### config.mk
export PLATFORM = sky130hd
export DESIGN_NAME = wfs_ctrl
export DESIGN_NICKNAME = d
export VERILOG_FILES = /design/src/rtl/wfs_pkg.sv /design/src/rtl/wfs_ctrl.sv
export SDC_FILE = /design/constraint.sdc
export NUM_CORES = 1
export LEC_CHECK = 0
export BUFFER_PORTS_ARGS = -buffer_cell sky130_fd_sc_hd__buf_2
export CAP_MARGIN = 20
export CELL_PAD_IN_SITES_DETAIL_PLACEMENT = 0
export CELL_PAD_IN_SITES_GLOBAL_PLACEMENT = 1
export CORE_UTILIZATION = 35
export CTS_BUF_LIST = sky130_fd_sc_hd__clkbuf_16
export CTS_CLUSTER_DIAMETER = 200
export CTS_CLUSTER_SIZE = 8
export DETAILED_ROUTE_END_ITERATION = 10
export PLACE_DENSITY = 0.81
export RECOVER_POWER = 100
export SYNTH_ARGS = -nofsm -noshare
export SYNTH_HDL_FRONTEND = slang
export SYNTH_SLANG_ARGS = --single-unit
### constraint.sdc
create_clock -name clk -period 1.6 [get_ports clk]
set_input_delay 0.08 -clock clk [delete_from_list [all_inputs] [get_ports clk]]
set_output_delay 0.08 -clock clk [all_outputs]
set_load 0.005 [all_outputs]
### src/rtl/wfs_pkg.sv
`default_nettype none
package wfs_pkg;

	localparam int MAX_WAYPOINTS = 64;
	localparam int AW            = $clog2(MAX_WAYPOINTS);
	localparam int LEN_W         = 7;
	localparam int REACH_UNITS   = 160;
	localparam int REACH_SQ      = REACH_UNITS * REACH_UNITS;
	localparam int QW            = 20;
	localparam int SQRT_STEPS    = 32;
	localparam int CNT_W         = 6;
	localparam int IN_W          = 120;
	localparam int OUT_W         = 112;

	typedef enum logic [1:0] {
		KIND_LOAD  = 2'd0,
		KIND_START = 2'd1,
		KIND_TICK  = 2'd2,
		KIND_NOP   = 2'd3
	} kind_t;

	typedef enum logic [1:0] {
		STAT_OK    = 2'd0,
		STAT_EMPTY = 2'd1,
		STAT_RANGE = 2'd2
	} status_t;

	typedef enum logic {
		REG_SPEED     = 1'b0,
		REG_ROUTE_LEN = 1'b1
	} reg_t;

	typedef enum logic [3:0] {
		S_IDLE, S_READ, S_DIFF, S_SHIFT, S_SQ, S_ACC, S_SQI, S_SQRT,
		S_STEP, S_MUL, S_DIVI, S_DIV, S_UPD, S_DONE
	} state_t;

	typedef struct packed {
		logic       accept;
		logic       diff;
		logic       shift;
		logic       sq;
		logic       acc;
		logic       sqrt_init;
		logic       sqrt_step;
		logic       step;
		logic       mul;
		logic       div_init;
		logic       div_step;
		logic       upd;
		logic       res_load;
		logic [1:0] axis;
	} cmd_t;

	typedef struct packed {
		logic tick_err;
		logic zero;
		logic out_free;
	} dp_sts_t;

endpackage
`default_nettype wire

### src/rtl/wfs_ctrl.sv
`default_nettype none
module wfs_ctrl (
	input  logic                clk,
	input  logic                arst_n,
	input  logic                in_valid,
	output logic                in_ready,
	input  logic [1:0]          in_kind,
	input  wfs_pkg::dp_sts_t    sts,
	output wfs_pkg::cmd_t       cmd
);
	import wfs_pkg::*;

	state_t           state_q, state_n;
	logic [CNT_W-1:0] cnt_q;
	logic [1:0]       axis_q;

	always_comb begin
		state_n = state_q;
		unique case (state_q)
			S_IDLE: begin
				if (in_valid) begin
					if (kind_t'(in_kind) == KIND_TICK && !sts.tick_err) begin
						state_n = S_READ;
					end else begin
						state_n = S_DONE;
					end
				end
			end
			S_READ:  state_n = S_DIFF;
			S_DIFF:  state_n = S_SHIFT;
			S_SHIFT: state_n = S_SQ;
			S_SQ:    state_n = S_ACC;
			S_ACC:   state_n = (axis_q == 2'd2) ? S_SQI : S_SQ;
			S_SQI:   state_n = S_SQRT;
			S_SQRT:  state_n = (cnt_q == CNT_W'(SQRT_STEPS - 1)) ? S_STEP : S_SQRT;
			S_STEP:  state_n = sts.zero ? S_DONE : S_MUL;
			S_MUL:   state_n = S_DIVI;
			S_DIVI:  state_n = S_DIV;
			S_DIV:   state_n = (cnt_q == CNT_W'(QW - 1)) ? S_UPD : S_DIV;
			S_UPD:   state_n = (axis_q == 2'd2) ? S_DONE : S_MUL;
			S_DONE:  state_n = sts.out_free ? S_IDLE : S_DONE;
			default: state_n = S_IDLE;
		endcase
	end

	always_comb begin
		cmd           = '0;
		cmd.axis      = axis_q;
		cmd.accept    = (state_q == S_IDLE) && in_valid;
		cmd.diff      = (state_q == S_DIFF);
		cmd.shift     = (state_q == S_SHIFT);
		cmd.sq        = (state_q == S_SQ);
		cmd.acc       = (state_q == S_ACC);
		cmd.sqrt_init = (state_q == S_SQI);
		cmd.sqrt_step = (state_q == S_SQRT);
		cmd.step      = (state_q == S_STEP);
		cmd.mul       = (state_q == S_MUL);
		cmd.div_init  = (state_q == S_DIVI);
		cmd.div_step  = (state_q == S_DIV);
		cmd.upd       = (state_q == S_UPD);
		cmd.res_load  = (state_q == S_DONE) && sts.out_free;
		in_ready      = (state_q == S_IDLE);
	end

	always_ff @(posedge clk or negedge arst_n) begin
		if (!arst_n) begin
			state_q <= S_IDLE;
			cnt_q   <= '0;
			axis_q  <= '0;
		end else begin
			state_q <= state_n;
			if (state_q == S_SQRT || state_q == S_DIV) begin
				cnt_q <= (state_n == state_q) ? cnt_q + CNT_W'(1) : '0;
			end else begin
				cnt_q <= '0;
			end
			if (state_q == S_IDLE || state_q == S_SQI) begin
				axis_q <= '0;
			end else if (state_q == S_ACC || state_q == S_UPD) begin
				axis_q <= axis_q + 2'd1;
			end
		end
	end

`ifndef ASSERT_OFF
	a_load_free: assert property (@(posedge clk) disable iff (!arst_n)
		cmd.res_load |-> sts.out_free)
		else $error("result written while output register occupied");
	a_sqrt_cnt: assert property (@(posedge clk) disable iff (!arst_n)
		state_q == S_SQRT |-> cnt_q < CNT_W'(SQRT_STEPS))
		else $error("root iteration overrun");
	a_last_axis: assert property (@(posedge clk) disable iff (!arst_n)
		(state_q == S_UPD && axis_q == 2'd2) |=> state_q == S_DONE)
		else $error("axis loop did not finish");
	a_load_done: assert property (@(posedge clk) disable iff (!arst_n)
		(cmd.accept && kind_t'(in_kind) == KIND_LOAD) |=> state_q == S_DONE)
		else $error("load transaction did not complete directly");
`endif

endmodule
`default_nettype wire

======== Yosys cells after proc, flatten, opt, wreduce, memory -nomap -nowiden ========
Cells that the tools add are included.
operators by class
  add/subtract/negate cells ............... 2
  multipliers ............................. 0
  divide/modulo/power cells ............... 0
  order comparisons ....................... 0
  eq/ne operators ......................... 18
  shift operators ......................... 0
  multiplexer cells ....................... 13
  bitwise operators ....................... 0
  reduce and logical (&&, ||, !) cells .... 9
operator list
  cell                 number
  $pmux 4 s14          1
  $eq 4x4->1 const B   6
  $eq 4x3->1 const B   4
  $mux 4               4
  $eq 6x5->1 const B   2
  $mux 6               2
  $mux 3               3
  $eq 4x2->1 const B   2
  $add 6x1->6 const B  1
  $mux 2               3
  $eq 2x2->1 const B   2
  $eq 4x1->1 const B   1
  $eq 4x4->1           1
  $logic_not 4->1      1
  $logic_and 1x1->1    3
  $logic_or 1x1->1     3
  $add 2x1->2 const B  1
  $reduce_bool 2->1    1
  $logic_not 1->1      1
word-level totals
  flip-flop bits (word level) ............. 12
  latch bits .............................. 0
  memory bits (writable) .................. 0
  ROM bits ................................ 0
  output and inout bits ................... 16
  logic and storage cells ................. 45
  memories kept ........................... 0

======== Logic depth before layout (Yosys ltp) ========
Gate-level depths: netlist of run 1.
  word-level depth ........................ 8
  mapped depth ............................ 6
  mapped depth without buffers ............ 6

======== Least setup slack after synthesis of run 1 ========
Ideal clock, no wire load.
  kind .................................... register to register
  from .................................... register cnt_q[0]
  to ...................................... register state_q[1]
  library setup time ...................... 0.124 ns
  arrival ................................. 1.373 ns
  required time ........................... 1.476 ns
  path slack .............................. 0.104 ns
  stages on the path, launching flop included .. 6
  path buffers ............................ 0
  cells stage by stage .................... dfrtp_1 -> ha_1 -> and4b_1 -> a21oi_1 -> or2_1 -> a211o_1
on the way
  cells in the longest elaborated chain, start to end .. 3
RTL lines
  what                                     line                            text
  start: declaration                       wfs_ctrl.sv:14                  logic [CNT_W-1:0] cnt_q;
  start signal: assignment                 wfs_ctrl.sv:73                  cnt_q <= (state_n == state_q) ? cnt_q + CNT_W'(1) : '0;
  $eq 6x5->1 (on tied branches)            wfs_ctrl.sv:39, wfs_ctrl.sv:35
  $mux 3 / $mux 4 (equally long branches)  wfs_ctrl.sv:39, wfs_ctrl.sv:35
  $pmux 4 s14 (*)                          wfs_ctrl.sv:19                  unique case (state_q)
  named net state_n[1]                     wfs_ctrl.sv:13                  state_t state_q, state_n;
  end signal: assignment                   wfs_ctrl.sv:71                  state_q <= state_n;
  end: declaration                         wfs_ctrl.sv:13
Mark *: on every way through the listed nets, which the timed path passes. The rest lies on a longest branch.
A chain may end at the register's enable or synchronous reset.

======== Worst setup path in the final report of run 1 ========
Same ends and word-level chain as after synthesis.

==> summary.md, run 1 <==
| Metric | Value |
|---|---|
| Mux contribution to synthesized area | 0.01176 |
| Clock root buffer | clkbuf_16 |
| Relative slew slack | 0.5178 |
| Layout cells sized above 1 | 0.2308 |
| Setup WS pre-CTS | -0.007020 ns |
| Outcome | completed |
| Top cells by area, synth | dfrtp_1, nor2_1, o21ai_0 |
| CTS clk-pin slew, worst paths | 0.05 ns |
| Pint | 1.196 mW |
| Vias in the first global route | 841 |
| H-tree depth | 1 |
| Final Max Tran Viols | 0 |
| Site Rows | 17 |
| HPWL Detailed | 1691 um |
| Post-layout net count | 154 |
| Endpoints failing hold | 0 |
| Startpoint types | flip-flop |
| Worst-skew pair later-pin latency | 0.24 ns |
| Fmax achieved | 643.4 MHz |
| Residual DRC | 0 |
| Die extent in x | 51.31 um |
| Vias/cell | 5.415 |
| Ant. Diodes | 0 |
| Top-Level Pins | 24 |
| Cell area after layout | 1142 um^2 |
| Antenna Nets Post-Route | 0 |
| Hold crit path type | in -> reg |
| Routed len/inst | 14.27 um |
| First-pass GRT wire length | 4015 um |
| Tot Pwr | 2.047 mW |
| Final core utilization | 0.5067 |
| Core ar. | 2255 um^2 |
| Net switching power | 850.7 uW |
| Avg Cell Area, Syn | 7.735 um^2 |
| GP Congestion | 0.7849 |
| Post-synth top area cell | dfrtp_1 |
| Endpoints failing setup | 0 |
| Via count | 926 |
| Element type at the critical path end | flip-flop |
| Worst-case clock buffer depth | 2 |
| Largest family of logic cells by synthesized area | simple AND/OR/NAND/NOR gates |
| WS Path Type | reg -> reg |
| Most numerous cell in the Yosys netlist | nor2_1 |
| Leak | 0.5377 nW |
| Combinational power share | 0.518 |
| Post-Syn Instances | 110 |
| Max-Cap Viols | 0 |
| Total track usage | 0.2125 |
| Pin count of the biggest net entering global routing | 13 |
| Layout Area Growth over Synthesis | 34.27% |
| Mapped Nets | 120 |
| Post-synth EDFFs | 0 |
| CP Data Required Time | 1.72 ns |
| Initial antenna violation count | 0 |
| Met3 wire length | 119 um |
| Unrepaired setup endpoints after global routing | no |
| Detailed Route Iter0 Violations | 26 |
| Synth warn | 0 |
| Post-synth cell types | 37 |
| Fin crit period | 1.554 ns |
| Pwr Density | 1792 nW/um^2 |
| Worst-margin pin slew | 0.7233 ns |
| Simple-gate share of the synthesized area | 0.3015 |
| Met1 WL | 1021 um |
| Synth top area share | 0.3529 |
| Synth Area in Compound Gates | 0.1985 |
| Die height | 51.31 um |
| Asr flop ratio synth | 1.000 |
| Synth Area in Adders | 0.02941 |
| Num CTS Buffers | 3 |
| Clock Skew | 0.001843 ns |
| Die Area | 2632 um^2 |
| CTS tree | yes |
| Post-Synth XOR/XNOR Area | 0.04118 |
| First-pass DRT Iterations | 4 |
| Syn Std Cell Area | 850.8 um^2 |
| Routed WL | 2441 um |
| Worst setup slack after layout | 0.04584 ns |
| Highest Signal Layer | met4 |
| Crit share post-route | 0.9714 |
| Number of synthesized register bits | 12 |
| DP Area | 1032 um^2 |
| Sw Ratio | 0.4157 |
| Synth cell count leaders | nor2_1, dfrtp_1, nand2_1, o21ai_0, a21oi_1 |
| GRT Residual Overflow | 0 |
| DR WL met2 | 1234 um |
| Fin Hold WS | 0.2554 ns |
| Initial core utilization | 0.3774 |
| Port bufs | 23 |
| Total clock sinks | 12 |
| Worst Path Max Fanout | 4 |
| Sequential power share | 0.253 |
| Worst vdd ir | 867.2 uV |
| Critical Path AT | 1.68 ns |
| Sequential area share after synthesis | 0.3529 |
| Most used DFF post-synth | dfrtp_1 |
| Clk pwr share | 0.229 |
==> routing by layer <==
layer	global-route usage	vias to the layer above
met5	0	-
met4	0.1081	0
met3	0.04464	9
met2	0.3531	33
met1	0.2574	435
li1	-	449
==> logic make-up after synthesis <==
logic type	Yosys count
AOI/OAI and AO/OA	26
and+or+nand+nor	53
DFF	12
adders and majority gates	2
xor gates and xnor gates	4
muxes	1
buffers and inverters	12
==> final cells by class <==
cell class,count,area (um^2)
clock buffers,3,75.07
clock inverters,1,3.754
fillers,234,1112
inverters,5,18.77
multi-input cells,86,516.7
flip-flops and latches,12,301.5
well taps,28,35.03
repair buffers,36,191.4
==> stage by stage <==
| stage | TNS (ns) | instances |
|---|---|---|
| finish | 0 | 171 |
| global route | 0 | 171 |
| CTS | -0.001503 | 169 |
| detailed placement | -0.007020 | 163 |
| global placement | 0 | 163 |
| floorplan | 0 | 110 |
==> critical path, stage by stage, from the launching register on <==
cell	delay [ns]
dfrtp_1	0.38
ha_4	0.16
and4b_2	0.28
a21oi_2	0.08
or2_1	0.27
a211o_1	0.27
==> power groups by stage <==
stage,Sequential [mW],Combinational [mW],Clock (mW)
2_1_floorplan,0.451,0.735,0
3_3_place_gp,0.513,1.01,0
3_5_place_dp,0.516,1.03,0
4_1_cts,0.516,1.07,0.468
5_1_grt,0.537,1.18,0.489
6_report,0.518,1.06,0.469
==> path summary, 6_finish.rpt <==
path                                    to  slack (ns)        from  cells after the start
worst max register to register  state_q[1]        0.05    cnt_q[0]                      5
worst min-delay path            state_q[2]        0.26  in_kind[1]                      3
min in group asynchronous        axis_q[0]        0.43      arst_n                      2
max in group asynchronous       state_q[0]        0.67      arst_n                      2
worst max-delay path            state_q[1]        0.05    cnt_q[0]                      5
worst min register to register    cnt_q[5]        0.59    cnt_q[5]                      2
==> sequential cells by signal, indices dropped and copies added (netlist names) <==
| register | cells |
|---|---|
| state_q | 4 |
| cnt_q | 6 |
| axis_q | 2 |
==> what timing repair did <==
item	in CTS	in global routing
endpoints found under the setup margin	6	7
gates cloned	0	0
pin swaps	2	3
endpoints found under the hold margin	12	0
buffers inserted	1	2
resized for setup	2	6
hold buffers	1	0
==> placed cells by master, fill, tap and decap left out, types with 3 or more instances in the layout <==
master     count
o21ai_0        5
nand2b_1       3
clkbuf_2       5
nor2_1        23
nand3_1        4
a21oi_1        4
clkbuf_1      11
buf_4          8
clkbuf_16      3
nand2_1        8
buf_2         11
inv_1          5
dfrtp_1       11
nor3_1         3
No activity file was read; power rests on OpenSTA's default activity.
==> inputs of run 2 (changes only) <==
Settings changed: CORE_UTILIZATION 35 to 36, PLACE_DENSITY 0.81 to 0.83.
==> run 2 against run 1 <==
Effect of this change:
- fmax fell by 0.55%
- die area fell by 2.7%
- setup slack got worse by 0.0086 ns
- cell area rose by 2.4%
- register-to-register slack barely moved
- sequential power barely moved
- clock-buffer cell count did not move
- largest cell class unchanged
- largest power group unchanged
==> summary.md, run 2 (synthesis gave the netlist of run 1 again) <==
| Metric | Value |
|---|---|
| H-tree depth | 1 (unchanged) |
| GRT Residual Overflow | 0 (unchanged) |
| Startpoint types | flip-flop |
| Element type at the critical path end | flip-flop |
| Crit path launch | cnt_q[1] |
| Critical Path AT | 1.69 ns (about the same) |
| Initial antenna violation count | 0 (unchanged) |
| WS Path Type | reg -> reg |
| HPWL Detailed | 1714 um (+1.4%) |
| Fmax achieved | 639.9 MHz (-0.55%) |
| CP Buf/Inv Count | 1 (+1) |
| Fin crit period | 1.563 ns (+0.008623 ns) |
| Vias in the first global route | 910 (+8.2%) |
| Layout cells sized above 1 | 0.2857 (+0.05495) |
| Vias/cell | 5.429 (+0.25%) |
| Biggest regs | cnt_q x6, state_q x4, axis_q x2 |
| Crit-path cells | ha_2 -> and4b_2 -> a21oi_2 -> or2_1 -> buf_4 -> a2bb2oi_1 |
| Top-Level Pins | 24 (unchanged) |
| Post-route insts no fill | 175 (+2.3%) |
| Max-Cap Viols | 0 (unchanged) |
| Endpoints failing setup | 0 (unchanged) |
| Outcome | completed |
| Site Rows | 17 (unchanged) |
| CP top delay family | simple AND/OR/NAND/NOR gates |
| RR Startpoint | cnt_q[1] |
| Num CTS Buffers | 3 (unchanged) |
| CTS clk-pin slew, worst paths | 0.05 ns (about the same) |
| CTS tree | yes |
| Die Area | 2562 um^2 (-2.7%) |
| GP Congestion | 0.7962 (+1.4%) |
| Die height | 50.62 um (-1.3%) |
| First-pass GRT wire length | 4050 um (+0.87%) |
| Setup_tns | 0 ns (unchanged) |
| Initial core utilization | 0.3846 (+0.007257) |
| CP Data Required Time | 1.73 ns (about the same) |
| Most flop-heavy register | cnt_q |
| Commonest cells after routing, fill and taps aside | nor2_1, buf_2, buf_4 |
| Residual DRC | 0 (unchanged) |
| Total clock sinks | 12 (unchanged) |
| Antenna Nets Post-Route | 0 (unchanged) |
| Layout Area Growth over Synthesis | 37.50% |
| Post-layout net count | 158 (+2.6%) |
| Worst vdd ir | 774.7 uV (-11%) |
| Die extent in x | 50.62 um (-1.3%) |
| Detailed Route Iter0 Violations | 20 (-23%) |
| CP max stage delay | 0.35 ns (-0.03 ns) |
| Total track usage | 0.2117 (-0.0008026) |
| Number of flip-flops in the largest register | 6 (unchanged) |
| First-pass DRT Iterations | 4 (unchanged) |
| Final Max Tran Viols | 0 (unchanged) |
| Leak | 0.5721 nW (+6.4%) |
| Core ar. | 2212 um^2 (-1.9%) |
| Worst-margin pin slew | 0.6740 ns (-0.04929 ns) |
| Routed WL | 2353 um (-3.6%) |
| Clock root buffer | clkbuf_16 |
| Clock Skew | 0.003440 ns (+0.001597 ns) |
| Via count | 950 (+2.6%) |
| Endpoints failing hold | 0 (unchanged) |
| Worst-skew pair later-pin latency | 0.24 ns (about the same) |
| Crit share post-route | 0.9767 (+0.005389) |
| Pwr Density | 1808 nW/um^2 (+0.92%) |
| Worst Path Max Fanout | 3 (-1) |
| Relative slew slack | 0.5507 (+0.03286) |
| Hold Crit Start | in_valid |
| Worst-case clock buffer depth | 2 (unchanged) |
| Port bufs | 23 (unchanged) |
| Commonest non-fill, non-tap cell in the layout | nor2_1 |
| Worst path slowest cell | dfrtp_1 |
| # fillers | 219 (-6.4%) |
| Routed len/inst | 13.45 um (-5.8%) |
| Ant. Diodes | 0 (unchanged) |
| Hold crit path type | in -> reg |
| Inst Count DP | 168 (+3.1%) |
| Pin count of the biggest net entering global routing | 13 (unchanged) |
## run 2: cell count changes in the layout (fill, tap and decap cells not counted), moves of 3 or more
cell	before	now
buf_2	11	18
clkbuf_1	11	8
buf_4	8	12
clkbuf_2	5	1
## run 2: path summary, 6_finish.rpt
path	slack (ns)	depth (start not counted)	end
min reg2reg	0.54	2	cnt_q[0]
max in group asynchronous	0.74	2	state_q[2]
min in group asynchronous	0.38	2	cnt_q[1]
max	0.04	6	state_q[0]
min	0.26	5	state_q[0]
max reg2reg	0.04	6	state_q[0]
## run 2: area by class of cell
| type | instances | area (um^2) | share of cell area |
|---|---|---|---|
| timing repair buffer | 40 | 225.2 | 0.1925 |
| multi-input combinational | 86 | 509.2 | 0.4353 |
| tap | 28 | 35.03 | 0.02995 |
| inverter | 5 | 18.77 | 0.01604 |
| clock buffer | 3 | 75.07 | 0.06417 |
| sequential | 12 | 302.8 | 0.2588 |
| clock inverter | 1 | 3.754 | 0.003209 |
## run 2: metrics by stage
step | utilization | setup WS [ns] | power [mW] | instance area [um^2] | hold slack [ns]
after global placement | 0.4836 | 0.07559 | 1.589 | 1070 | -0.02341
after CTS | 0.5238 | 0.0002783 | 2.093 | 1159 | 0.2553
final | 0.5288 | 0.03722 | 2.115 | 1170 | 0.2581
after floorplan | - | 0.1035 | 1.186 | 850.8 | -0.2156
after detailed placement | 0.4836 | 0.0009610 | 1.613 | 1070 | -0.02297
after global routing | 0.5288 | -0.008254 | 2.296 | 1170 | 0.2927
## run 2: metal layers
layer / part of all wire / vias to the layer above / global-route usage / wire length (um)
li1: - / 455 / - / -
met1: 0.43 / 443 / 0.2579 / 1012
met5: 0 / - / 0 / 0
met3: 0.042 / 6 / 0.02727 / 99
met4: 0.022 / 0 / 0.09722 / 52
met2: 0.51 / 46 / 0.3667 / 1189
## run 2: power breakdown
part / internal, mW / total (mW) / switching (mW)
Sequential: 0.392 / 0.515 / 0.123
Combinational: 0.544 / 1.13 / 0.591
Clock: 0.330 / 0.466 / 0.137
Total: 1.26 / 2.12 / 0.850
## run 2: what timing repair did
action / 4_1_cts / 5_1_grt
pin swaps: 0 / 3
endpoints found under the setup margin: 1 / 4
buffers inserted: 0 / 2
gates resized for setup: 1 / 7
hold endpoints to repair: 12 / 0
gates cloned: 0 / 0
hold buffers: 1 / 0
## run 2: worst reg2reg max path, stage by stage (launching register included)
cell and delay (ns):
dfrtp_1 0.35, ha_2 0.20, and4b_2 0.29, a21oi_2 0.07
or2_1 0.27, buf_4 0.15, a2bb2oi_1 0.13
